$ cat src/sv/mu7u8_pkg.sv
// ----------------------------------------------------------------------------
// mu7u8_pkg
// Shared types and constants for the modified UTF-7 to UTF-8 decoder.
// ----------------------------------------------------------------------------
`default_nettype none

package mu7u8_pkg;

    localparam int RUN_BYTES   = 4;
    localparam int QUEUE_DEPTH = 2;

    // ASCII codes that steer the decoder
    localparam logic [7:0] CH_AMP   = 8'h26;
    localparam logic [7:0] CH_DASH  = 8'h2D;
    localparam logic [7:0] CH_PLUS  = 8'h2B;
    localparam logic [7:0] CH_COMMA = 8'h2C;
    localparam logic [7:0] CH_UC_A  = 8'h41;
    localparam logic [7:0] CH_UC_Z  = 8'h5A;
    localparam logic [7:0] CH_LC_A  = 8'h61;
    localparam logic [7:0] CH_LC_Z  = 8'h7A;
    localparam logic [7:0] CH_DIG_0 = 8'h30;
    localparam logic [7:0] CH_DIG_9 = 8'h39;

    // One decoded run: up to four UTF-8 bytes, last_idx marks the final one
    typedef struct packed {
        logic [RUN_BYTES-1:0][7:0] bytes;
        logic [1:0]                last_idx;
    } mu7u8_run_t;

    typedef struct packed {
        logic       valid;
        logic [5:0] value;
    } mu7u8_digit_t;

endpackage

`default_nettype wire

$ cat src/sv/modified_utf7_to_utf8_decoder.sv
// ----------------------------------------------------------------------------
// modified_utf7_to_utf8_decoder
// IMAP modified UTF-7 mailbox-name bytes in, UTF-8 bytes out.
// ----------------------------------------------------------------------------
//
//  channel | signals                          | direction | beat
//  --------+----------------------------------+-----------+-----------------------
//  in      | in_valid in_stall in_byte in_last| sink      | one encoded byte
//  out     | out_valid out_stall out_byte     | source    | one UTF-8 byte,
//          | out_last                         |           | out_last ends a run
//
//  Rates: the front decodes one byte per cycle unless in_stall holds it; the
//  back emits one UTF-8 byte per cycle unless out_stall holds it. A literal
//  yields one UTF-8 byte, a decoded code point up to four.
//  The first output beat passes through a queue entry and then the back's
//  run register before out_valid shows it.
//  Reset: asynchronous, clears decode mode, bit buffer, count and code point.
//  Stalls: in_stall rises only when the two-run queue is full; out_stall holds
//  the current output beat and lets the front keep going until the queue fills.
//
`default_nettype none

module modified_utf7_to_utf8_decoder
    import mu7u8_pkg::*;
(
    input  wire logic       clk,
    input  wire logic       rst_n,
    input  wire logic       in_valid,
    output logic            in_stall,
    input  wire logic [7:0] in_byte,
    input  wire logic       in_last,
    output logic            out_valid,
    input  wire logic       out_stall,
    output logic [7:0]      out_byte,
    output logic            out_last
);

    mu7u8_run_t front_run;
    mu7u8_run_t head;
    logic       run_push;
    logic       q_full;
    logic       q_empty;
    logic       pop;
    logic       take;

    // input beat accepted whenever the queue has room for a run
    assign in_stall = q_full;
    assign take     = in_valid && !in_stall;

    mu7u8_front u_front (
        .clk      (clk),
        .rst_n    (rst_n),
        .take     (take),
        .in_byte  (in_byte),
        .in_last  (in_last),
        .run      (front_run),
        .run_push (run_push)
    );

    mu7u8_queue u_queue (
        .clk      (clk),
        .rst_n    (rst_n),
        .push     (run_push),
        .push_run (front_run),
        .pop      (pop),
        .head     (head),
        .full     (q_full),
        .empty    (q_empty)
    );

    mu7u8_back u_back (
        .clk       (clk),
        .rst_n     (rst_n),
        .head      (head),
        .empty     (q_empty),
        .pop       (pop),
        .out_valid (out_valid),
        .out_stall (out_stall),
        .out_byte  (out_byte),
        .out_last  (out_last)
    );

endmodule

`default_nettype wire

$ cat src/sv/mu7u8_front.sv
// ----------------------------------------------------------------------------
// mu7u8_front
// Per-byte decode: escape and base64 state, surrogate joining, UTF-8 encode.
// ----------------------------------------------------------------------------
`default_nettype none

module mu7u8_front
    import mu7u8_pkg::*;
(
    input  wire logic       clk,
    input  wire logic       rst_n,
    input  wire logic       take,
    input  wire logic [7:0] in_byte,
    input  wire logic       in_last,
    output mu7u8_run_t      run,
    output logic            run_push
);

    typedef enum logic [1:0] {
        MODE_LIT = 2'd0,
        MODE_ESC = 2'd1,
        MODE_B64 = 2'd2
    } mode_t;

    mode_t        mode_reg, mode_next;
    logic [21:0]  buf_reg, buf_next;
    logic [4:0]   cnt_reg, cnt_next;
    logic [31:0]  cp_reg, cp_next;

    logic [21:0]  base_buf;
    logic [4:0]   base_cnt;
    logic [31:0]  base_cp;
    mu7u8_digit_t dig;
    logic [21:0]  sec_buf;
    logic [21:0]  sec_shift;
    logic [4:0]   sec_cnt6;
    logic [4:0]   sec_cnt;
    logic         sec_full;
    logic [15:0]  unit;
    logic         unit_hi;
    logic         unit_lo;
    logic [31:0]  sec_cp;
    logic [31:0]  enc_bytes;
    logic [2:0]   enc_n;
    logic [2:0]   n;

    function automatic mu7u8_digit_t b64_decode(input logic [7:0] c);
        mu7u8_digit_t d;
        logic [7:0]   t;
        d = '0;
        t = '0;
        if (c >= CH_UC_A && c <= CH_UC_Z) begin
            t = c - CH_UC_A;
            d = '{valid: 1'b1, value: t[5:0]};
        end else if (c >= CH_LC_A && c <= CH_LC_Z) begin
            t = c - CH_LC_A + 8'd26;
            d = '{valid: 1'b1, value: t[5:0]};
        end else if (c >= CH_DIG_0 && c <= CH_DIG_9) begin
            t = c - CH_DIG_0 + 8'd52;
            d = '{valid: 1'b1, value: t[5:0]};
        end else if (c == CH_PLUS) begin
            d = '{valid: 1'b1, value: 6'd62};
        end else if (c == CH_COMMA) begin
            d = '{valid: 1'b1, value: 6'd63};
        end
        return d;
    endfunction

    // section state seen by this byte: an opening escape starts from zero
    assign base_buf = (mode_reg == MODE_ESC) ? '0 : buf_reg;
    assign base_cnt = (mode_reg == MODE_ESC) ? '0 : cnt_reg;
    assign base_cp  = (mode_reg == MODE_ESC) ? '0 : cp_reg;

    assign dig       = b64_decode(in_byte);
    assign sec_buf   = {base_buf[15:0], dig.value};
    assign sec_cnt6  = base_cnt + 5'd6;
    assign sec_full  = (sec_cnt6 >= 5'd16);
    assign sec_cnt   = sec_cnt6 - 5'd16;
    assign sec_shift = sec_buf >> sec_cnt;
    assign unit      = sec_shift[15:0];
    assign unit_hi   = (unit[15:10] == 6'b110110);
    assign unit_lo   = (unit[15:10] == 6'b110111);

    always_comb
    begin
        if (unit_lo)
            sec_cp = base_cp + {22'd0, unit[9:0]} + 32'h0001_0000;
        else
            sec_cp = {16'd0, unit};
    end

    // UTF-8 encode of the new code point; byte 0 leads
    always_comb
    begin
        enc_bytes = '0;
        if (sec_cp <= 32'h7F) begin
            enc_bytes[7:0] = sec_cp[7:0];
            enc_n          = 3'd1;
        end else if (sec_cp <= 32'h7FF) begin
            enc_bytes[7:0]  = {3'b110, sec_cp[10:6]};
            enc_bytes[15:8] = {2'b10, sec_cp[5:0]};
            enc_n           = 3'd2;
        end else if (sec_cp <= 32'hFFFF) begin
            enc_bytes[7:0]   = {4'b1110, sec_cp[15:12]};
            enc_bytes[15:8]  = {2'b10, sec_cp[11:6]};
            enc_bytes[23:16] = {2'b10, sec_cp[5:0]};
            enc_n            = 3'd3;
        end else begin
            enc_bytes[7:0]   = 8'hF0 | sec_cp[25:18];
            enc_bytes[15:8]  = {2'b10, sec_cp[17:12]};
            enc_bytes[23:16] = {2'b10, sec_cp[11:6]};
            enc_bytes[31:24] = {2'b10, sec_cp[5:0]};
            enc_n            = 3'd4;
        end
    end

    always_comb
    begin
        mode_next = mode_reg;
        buf_next  = buf_reg;
        cnt_next  = cnt_reg;
        cp_next   = cp_reg;
        run.bytes = '0;
        n         = 3'd0;

        if (mode_reg == MODE_ESC && in_byte == CH_DASH) begin
            mode_next    = MODE_LIT;
            run.bytes[0] = CH_AMP;
            n            = 3'd1;
        end else if (mode_reg == MODE_ESC || mode_reg == MODE_B64) begin
            buf_next = base_buf;
            cnt_next = base_cnt;
            cp_next  = base_cp;
            if (!dig.valid) begin
                // section ends; '-' dropped, anything else taken as literal
                if (in_byte == CH_AMP) begin
                    mode_next = MODE_ESC;
                end else begin
                    mode_next = MODE_LIT;
                    if (in_byte != CH_DASH) begin
                        run.bytes[0] = in_byte;
                        n            = 3'd1;
                    end
                end
            end else begin
                mode_next = MODE_B64;
                buf_next  = sec_buf;
                if (!sec_full) begin
                    cnt_next = sec_cnt6;
                end else begin
                    cnt_next = sec_cnt;
                    if (unit_hi) begin
                        cp_next = {12'd0, unit[9:0], 10'd0};
                    end else begin
                        cp_next   = sec_cp;
                        run.bytes = enc_bytes;
                        n         = enc_n;
                    end
                end
            end
        end else begin
            if (in_byte == CH_AMP) begin
                mode_next = MODE_ESC;
            end else begin
                mode_next    = MODE_LIT;
                run.bytes[0] = in_byte;
                n            = 3'd1;
            end
        end

        if (in_last) begin
            mode_next = MODE_LIT;
            buf_next  = '0;
            cnt_next  = '0;
            cp_next   = '0;
        end

        run.last_idx = 2'(n - 3'd1);
    end

    assign run_push = take && (n != 3'd0);

    always_ff @(posedge clk or negedge rst_n)
    begin
        if (!rst_n) begin
            mode_reg <= MODE_LIT;
            buf_reg  <= '0;
            cnt_reg  <= '0;
            cp_reg   <= '0;
        end else if (take) begin
            mode_reg <= mode_next;
            buf_reg  <= buf_next;
            cnt_reg  <= cnt_next;
            cp_reg   <= cp_next;
        end
    end

endmodule

`default_nettype wire

$ cat src/sv/mu7u8_queue.sv
// ----------------------------------------------------------------------------
// mu7u8_queue
// Short FIFO of decoded runs between the front and back parts.
// ----------------------------------------------------------------------------
`default_nettype none

module mu7u8_queue
    import mu7u8_pkg::*;
(
    input  wire logic       clk,
    input  wire logic       rst_n,
    input  wire logic       push,
    input  wire mu7u8_run_t push_run,
    input  wire logic       pop,
    output mu7u8_run_t      head,
    output logic            full,
    output logic            empty
);

    localparam int PTR_W = (QUEUE_DEPTH > 1) ? $clog2(QUEUE_DEPTH) : 1;
    localparam int CNT_W = $clog2(QUEUE_DEPTH + 1);

    mu7u8_run_t       entry_reg [QUEUE_DEPTH];
    logic [PTR_W-1:0] wr_ptr_reg, wr_ptr_next;
    logic [PTR_W-1:0] rd_ptr_reg, rd_ptr_next;
    logic [CNT_W-1:0] cnt_reg, cnt_next;
    logic             do_push;
    logic             do_pop;

    assign full    = (cnt_reg == CNT_W'(QUEUE_DEPTH));
    assign empty   = (cnt_reg == '0);
    assign do_push = push && !full;
    assign do_pop  = pop && !empty;
    assign head    = entry_reg[rd_ptr_reg];

    always_comb
    begin
        wr_ptr_next = wr_ptr_reg;
        rd_ptr_next = rd_ptr_reg;
        cnt_next    = cnt_reg;
        if (do_push)
            wr_ptr_next = (wr_ptr_reg == PTR_W'(QUEUE_DEPTH - 1)) ? '0 : wr_ptr_reg + 1'b1;
        if (do_pop)
            rd_ptr_next = (rd_ptr_reg == PTR_W'(QUEUE_DEPTH - 1)) ? '0 : rd_ptr_reg + 1'b1;
        if (do_push && !do_pop)
            cnt_next = cnt_reg + 1'b1;
        else if (do_pop && !do_push)
            cnt_next = cnt_reg - 1'b1;
    end

    always_ff @(posedge clk or negedge rst_n)
    begin
        if (!rst_n) begin
            wr_ptr_reg <= '0;
            rd_ptr_reg <= '0;
            cnt_reg    <= '0;
        end else begin
            wr_ptr_reg <= wr_ptr_next;
            rd_ptr_reg <= rd_ptr_next;
            cnt_reg    <= cnt_next;
        end
    end

    always_ff @(posedge clk)
    begin
        if (do_push)
            entry_reg[wr_ptr_reg] <= push_run;
    end

endmodule

`default_nettype wire

$ cat src/sv/mu7u8_back.sv
// ----------------------------------------------------------------------------
// mu7u8_back
// Serializes one queued run into output beats, marking the run's last byte.
// ----------------------------------------------------------------------------
`default_nettype none

module mu7u8_back
    import mu7u8_pkg::*;
(
    input  wire logic       clk,
    input  wire logic       rst_n,
    input  wire mu7u8_run_t head,
    input  wire logic       empty,
    output logic            pop,
    output logic            out_valid,
    input  wire logic       out_stall,
    output logic [7:0]      out_byte,
    output logic            out_last
);

    logic       busy_reg, busy_next;
    mu7u8_run_t run_reg, run_next;
    logic [1:0] idx_reg, idx_next;
    logic       beat;
    logic       at_end;

    assign beat      = busy_reg && !out_stall;
    assign at_end    = (idx_reg == run_reg.last_idx);
    assign out_valid = busy_reg;
    assign out_byte  = run_reg.bytes[idx_reg];
    assign out_last  = at_end;

    // load the next run when idle or as the current one finishes
    assign pop = !empty && (!busy_reg || (beat && at_end));

    always_comb
    begin
        busy_next = busy_reg;
        run_next  = run_reg;
        idx_next  = idx_reg;
        if (pop) begin
            busy_next = 1'b1;
            run_next  = head;
            idx_next  = '0;
        end else if (beat) begin
            if (at_end)
                busy_next = 1'b0;
            else
                idx_next = idx_reg + 1'b1;
        end
    end

    always_ff @(posedge clk or negedge rst_n)
    begin
        if (!rst_n) begin
            busy_reg <= 1'b0;
            idx_reg  <= '0;
        end else begin
            busy_reg <= busy_next;
            idx_reg  <= idx_next;
        end
    end

    always_ff @(posedge clk)
    begin
        run_reg <= run_next;
    end

endmodule

`default_nettype wire

$ cat config.mk
export PLATFORM = sky130hd
export DESIGN_NAME = modified_utf7_to_utf8_decoder
export DESIGN_NICKNAME = d
export VERILOG_FILES = /design/src/sv/mu7u8_pkg.sv /design/src/sv/modified_utf7_to_utf8_decoder.sv /design/src/sv/mu7u8_front.sv /design/src/sv/mu7u8_queue.sv /design/src/sv/mu7u8_back.sv
export SDC_FILE = /design/constraint.sdc
export NUM_CORES = 1
export LEC_CHECK = 0
export ABC_AREA = 1
export BUFFER_PORTS_ARGS = -buffer_cell sky130_fd_sc_hd__buf_4
export CORE_MARGIN = 1.5
export CORE_UTILIZATION = 51
export CTS_CLUSTER_DIAMETER = 100
export DETAILED_ROUTE_END_ITERATION = 16
export GPL_TIMING_DRIVEN = 0
export PLACE_DENSITY = 0.66
export SETUP_SLACK_MARGIN = 0.3
export SLEW_MARGIN = 20
export SYNTH_ARGS = -nofsm -noshare
export SYNTH_HDL_FRONTEND = slang
export SYNTH_SLANG_ARGS = --single-unit
$ cat constraint.sdc
create_clock -name clk -period 9.15 [get_ports clk]
set_input_delay 1.83 -clock clk [delete_from_list [all_inputs] [get_ports clk]]
set_output_delay 1.83 -clock clk [all_outputs]
set_load 0.005 [all_outputs]
==> results of run 1 <==
-- final cells by class --
class / instances / area (sq um)
multi-input cells: 1231 / 6150
inverters: 204 / 773
repair buffers: 36 / 303
plain buffers: 51 / 289
clock inverters: 15 / 198
clock buffers: 17 / 425
well taps: 280 / 350
fillers: 2061 / 9190
flip-flops and latches: 155 / 4340
-- stage by stage --
step / area [sq um] / worst slack, ps
floorplan: 11500 / 1100
global placement: 12100 / -1150
CTS: 12700 / 739
detailed placement: 12100 / 307
finish: 12800 / 812
global route: 12800 / 263
-- cell families after synthesis --
logic type	share of synthesized area (%)
buffers and inverters	9.24
xor gates and xnor gates	1.82
and+or+nand+nor	36.0
adders and majority gates	2.78
AOI/OAI and AO/OA	12.5
DFF	37.6
-- worst max path at each step --
stage          startpoint                        to  depth (start not counted)
2_1_floorplan  in_byte[2]   u_queue.entry_reg[0][0]                         45
3_3_place_gp   in_byte[2]  u_queue.entry_reg[0][26]                         48
3_5_place_dp   in_byte[2]  u_queue.entry_reg[0][22]                         47
4_1_cts        in_byte[2]  u_queue.entry_reg[0][27]                         47
5_1_grt        in_byte[2]  u_queue.entry_reg[0][28]                         50
6_report       in_byte[2]  u_queue.entry_reg[0][22]                         47
-- worst max-delay path, delay by kind of cell --
family / cells / cell delay [ps]
compound gates: 3 / 480
fa+ha+maj: 4 / 1210
buf+inv: 11 / 1400
simple gates: 29 / 3530
-- metal layers --
layer / GRT usage (%) / share of wire, %
met2: 55.4 / 46
met4: 14.7 / 3.7
met5: 0 / 0
met3: 5.78 / 7.8
met1: 44.6 / 43
-- cells in the final DEF, fill, tap and decap left out, types with 4 or more instances in the layout --
cell type / netlist / routed
inv_2: 12 / 12
ha_1: 24 / 24
clkinv_8: 0 / 4
xnor2_1: 7 / 7
o22ai_1: 41 / 41
clkbuf_16: 0 / 17
nand3_1: 187 / 186
nand2_2: 12 / 13
a22oi_1: 6 / 6
a21oi_1: 54 / 54
nand2_1: 495 / 494
o211ai_1: 4 / 4
nand4_1: 21 / 21
nand3_2: 5 / 6
buf_4: 4 / 38
inv_8: 1 / 5
nor3_1: 13 / 13
buf_6: 9 / 9
o21ai_0: 98 / 98
clkinv_1: 3 / 4
buf_2: 12 / 12
buf_1: 4 / 4
dfrtp_1: 62 / 62
nand2_4: 8 / 8
o21ai_1: 12 / 12
inv_1: 188 / 187
a22o_1: 4 / 4
edfxtp_1: 93 / 93
nor2_2: 7 / 6
xor2_1: 17 / 17
nor2_1: 158 / 157
o221ai_1: 8 / 8
clkbuf_1: 23 / 22
or2_2: 5 / 5
nor2_4: 9 / 11
-- report_power, final --
group	total, mW	switching, mW	internal (mW)
combinational	0.563	0.366	0.197
clock	0.769	0.371	0.398
sequential	0.996	0.0526	0.943
-- timing repair --
item                       CTS  global route
setup endpoints to repair    0            56
buffers inserted             0            12
hold buffers                 0             0
gates resized for setup      0             2
==> results.py, run 1 <==
metrics = {
    "status": {
        "run_status": "completed",
    },
    "synth": {
        "synth_top_cell_by_area": "edfxtp_1",
        "synth_area_leaders": "edfxtp_1 (24%), nand2_1 (16%), dfrtp_1 (13%)",
        "synth_area_sq_um": 11500,
        "synth.most_common_cell": "nand2_1",
        "synth_nets": 1680,
        "synthDominantCellAreaShare_pct": 24.2,
        "synth-edff-count": 93,
        "synth_ff_type": "edfxtp_1",
        "synth_seq_cells": 155,
        "synth.distinct_cells": 59,
        "ys_seq_area_share_pct": 37.6,
        "syn_area_per_cell_sq_um": 7.03,
        "async_flop_share_pct": 40.0,
        "ys_top_cells_by_count": "nand2_1 (495), inv_1 (188), nand3_1 (187)",
        "yosysWarnings": 0,
        "syn_inst": 1642,
    },
    "critical_path": {
        "cp.required_ps": 9300,
        "cp.arrival_ps": 8490,
        "critPathMaxFanout": 20,
        "rr_worst_depth": 45,
        "cpMostUsedCell": "nand2_1",
        "reg2reg_slack_ps": 1370,
        "start_kind": "input port",
        "rr_endpoint": "u_queue.entry_reg[0][22]",
        "crit_path_end_kind": "register",
        "slowest_stage": "fa_1",
        "max_stage_delay_ps": 460,
        "timing.rr.start": "u_front.mode_reg[0]",
        "criticalPathCategory": "input port to register",
    },
    "global_route": {
        "antenna_found_initial": 0,
        "grt_overflow_total": 0,
        "grt_pass1_vias": 10900,
        "grt_pass1_wl_um": 60500,
        "grt_max_degree": 63,
        "groute.usage.overall_pct": 34.0,
    },
    "detailed_routing": {
        "viasPerCell": 5.75,
        "vias": 11400,
        "first_pass_iters": 6,
        "drc_errors": 0,
        "post_drt_wl_per_cell_um": 19.6,
        "routed_wl_um": 39000,
        "drt_iter0_markers": 1160,
        "ant_nets": 0,
    },
    "placed_design": {
        "port_buffers": 22,
        "dp_hpwl_um": 30200,
        "place_inst": 1946,
        "place_congestion": 1.02,
    },
    "floorplan": {
        "die_area_sq_um": 23500,
        "die_h_um": 153,
        "num_rows": 54,
        "initial_core_util_pct": 52.4,
        "die_w_um": 153,
        "core_sq_um": 22000,
        "pin_count": 24,
    },
    "sta": {
        "max-slew-margin-rel_pct": 18.2,
        "hold_slack_ps": 499,
        "finalCriticalPeriod_ps": 8340,
        "rsz0062_at_grt": "true",
        "slew_viol_final": 0,
        "fin_worst_skew_ps": 20.2,
        "finalSetupTns_ps": 0,
        "hold_viol": 0,
        "max_freq_mhz": 120,
        "timing.final.setup_violations": 0,
        "min_period_over_period_pct": 91.1,
        "worst_pin_slew_ps": 1230,
    },
    "cts": {
        "cts_sinks": 155,
        "clockRootBuffer": "clkbuf_16",
        "cts_buffers": 17,
        "clkTransAtPathRegs_ps": 70,
        "cts_tree": "yes",
        "clk_path_buf_depth": 2,
        "htree_levels": 4,
        "insertion_delay_ps": 450,
    },
    "flow_run": {
        "drv_cap": 0,
    },
    "pwr": {
        "irDropWorstVdd_v": 0.000120,
        "total_power_mw": 2.33,
        "p_leak_nw": 6.00,
        "pwr_density_cell_nw_per_um2": 181,
    },
    "cells_and_area": {
        "antennaDiodeCount": 0,
        "instances_no_fill": 1989,
        "largest_reg_flops": 62,
        "syn_to_final_growth_pct": 11.2,
        "utilization_pct": 58.3,
        "drive_gt1_share_pct": 9.89,
        "final_nets": 1734,
    },
    "min_path": {
        "hp-start": "u_front.cp_reg[0]",
        "holdPathEnd": "u_front.cp_reg[0]",
        "holdPathStages": 2,
        "min_path_type": "register to register",
    },
}
No activity file was read; power rests on OpenSTA's default activity.
==> run 2: changes to the inputs <==
Settings changed: CTS_BUF_LIST set to sky130_fd_sc_hd__clkbuf_8.
==> results.py, run 2 (synthesis gave the netlist of run 1 again) <==
metrics = {
    "pwr": {
        "total_power_mw": 2.14,
        "pwr-share-comb_pct": 26.2,
        "seq_power_share_pct": 46.4,
        "p_leak_nw": 5.92,
        "pwr_density_cell_nw_per_um2": 169,
        "irDropWorstVdd_v": 0.000114,
        "p_int_mw": 1.38,
        "switching_power_mw": 0.767,
        "clockPowerShare_pct": 27.3,
        "switching_share_pct": 35.8,
    },
    "floorplan": {
        "initial_core_util_pct": 52.4,
        "pin_count": 24,
        "die_h_um": 153,
        "core_sq_um": 22000,
        "die_w_um": 153,
        "die_area_sq_um": 23500,
        "num_rows": 54,
    },
    "critical_path": {
        "cp.required_ps": 9330,
        "rr_worst_depth": 45,
        "max_stage_delay_ps": 460,
        "reg2reg_slack_ps": 1290,
        "timing.rr.start": "u_front.mode_reg[0]",
        "critPathLaunch": "in_byte[2]",
        "cpMostUsedCell": "nand2_1",
        "criticalPathCategory": "input port to register",
        "critPathMaxFanout": 20,
        "crit_path_end_kind": "register",
        "start_kind": "input port",
        "crit_path_end": "u_queue.entry_reg[0][22]",
        "rr_endpoint": "u_queue.entry_reg[0][22]",
        "cp.arrival_ps": 8550,
        "slowest_stage": "fa_1",
    },
    "placed_design": {
        "dp_hpwl_um": 30200,
        "pre_cts_ws_ps": 307,
        "place_congestion": 1.02,
        "port_buffers": 22,
    },
    "global_route": {
        "grt_overflow_total": 0,
        "grt.busiest_layer": "met2",
        "met2_usage_pct": 55.2,
        "grt_pass1_vias": 10900,
        "grt_util_met1_pct": 44.6,
        "grt_max_degree": 63,
        "antenna_found_initial": 0,
        "groute.usage.overall_pct": 33.9,
        "met3_usage_pct": 5.50,
        "grt_pass1_wl_um": 60400,
    },
    "sta": {
        "worst_pin_slew_ps": 1250,
        "rsz0062_at_grt": "false",
        "timing.final.setup_violations": 0,
        "finalCriticalPeriod_ps": 8360,
        "fin_worst_skew_ps": 31.5,
        "slew_viol_final": 0,
        "min_period_over_period_pct": 91.4,
        "finalSetupTns_ps": 0,
        "setup_ws_ps": 786,
        "hold_viol": 0,
        "max_freq_mhz": 120,
        "max-slew-margin-rel_pct": 16.8,
    },
    "detailed_routing": {
        "vias": 11400,
        "post_drt_wl_per_cell_um": 19.5,
        "drt_iter0_markers": 1123,
        "viasPerCell": 5.74,
        "ant_nets": 0,
        "first_pass_iters": 8,
        "drc_errors": 0,
        "routed_wl_um": 38900,
    },
    "cells_and_area": {
        "final_nets": 1734,
        "antennaDiodeCount": 0,
        "final_common_cell": "nand2_1",
        "largest_reg_flops": 62,
        "utilization_pct": 57.4,
        "layout_common_cells": "nand2_1 (494), inv_1 (187), nand3_1 (186)",
        "syn_to_final_growth_pct": 9.58,
        "drive_gt1_share_pct": 9.95,
    },
    "cts": {
        "htree_levels": 4,
        "cts_sinks": 155,
        "cts_buffers": 17,
        "insertion_delay_ps": 500,
        "clkTransAtPathRegs_ps": 100,
        "clockRootBuffer": "clkbuf_8",
        "cts_tree": "yes",
        "clk_path_buf_depth": 2,
    },
    "status": {
        "run_status": "completed",
    },
    "min_path": {
        "min_path_type": "register to register",
    },
    "flow_run": {
        "drv_cap": 0,
    },
}
-- run 2: timing repair --
action / 4_1_cts / 5_1_grt
setup endpoints to repair: 0 / 56
gates resized for setup: 0 / 3
setup buffers: 0 / 12
hold buffers: 0 / 0
-- run 2: area by class of cell --
class / instances / area (sq um)
inverter: 204 / 773
clock inverter: 15 / 198
timing repair buffer: 36 / 303
fill: 2089 / 9380
sequential: 155 / 4340
clock buffer: 17 / 234
tap: 280 / 350
multi-input combinational: 1231 / 6150
buffer: 51 / 289
-- run 2: routing by layer --
metal,share of wire [%],up-vias
met5,0,-
met4,4.2,0
met3,8.0,100
met2,45,529
met1,42,5247
li1,-,5540
-- run 2: power by group through the flow --
stage / clock, mW / sequential (mW) / combinational [mW]
after floorplan: 0 / 0.990 / 0.334
after global placement: 0 / 1.01 / 0.509
after detailed placement: 0 / 1.01 / 0.539
after CTS: 0.593 / 0.996 / 0.540
after global routing: 0.617 / 1.01 / 0.627
final: 0.586 / 0.995 / 0.562
-- run 2: how the worst min path moves through the flow --
stage	startpoint	end	slack, ps	cells past startpoint
6_report	u_front.cp_reg[0]	u_front.cp_reg[0]	500	2
5_1_grt	u_queue.entry_reg[0][14]	u_back.run_reg[14]	520	2
4_1_cts	u_front.cp_reg[0]	u_front.cp_reg[0]	510	2
3_5_place_dp	u_front.cp_reg[0]	u_front.cp_reg[0]	480	2
3_3_place_gp	u_front.cp_reg[0]	u_front.cp_reg[0]	470	2
2_1_floorplan	u_front.mode_reg[0]	u_front.mode_reg[0]	450	2
-- run 2: metrics by stage --
step                      hold WS [ps]  cell area (sq um)  cells
after floorplan                    453              11500   1642
after global placement             472              12100   1944
after detailed placement           482              12100   1946
after CTS                          506              12500   1978
after global routing               524              12600   1989
final                              502              12600   1989
-- run 2: critical path, delay by kind of cell --
family                     cells  cell delay [ps]
adders and majority gates      4             1220
and+or+nand+nor               29             3580
AOI/OAI and AO/OA              3              480
buffers and inverters         11             1370
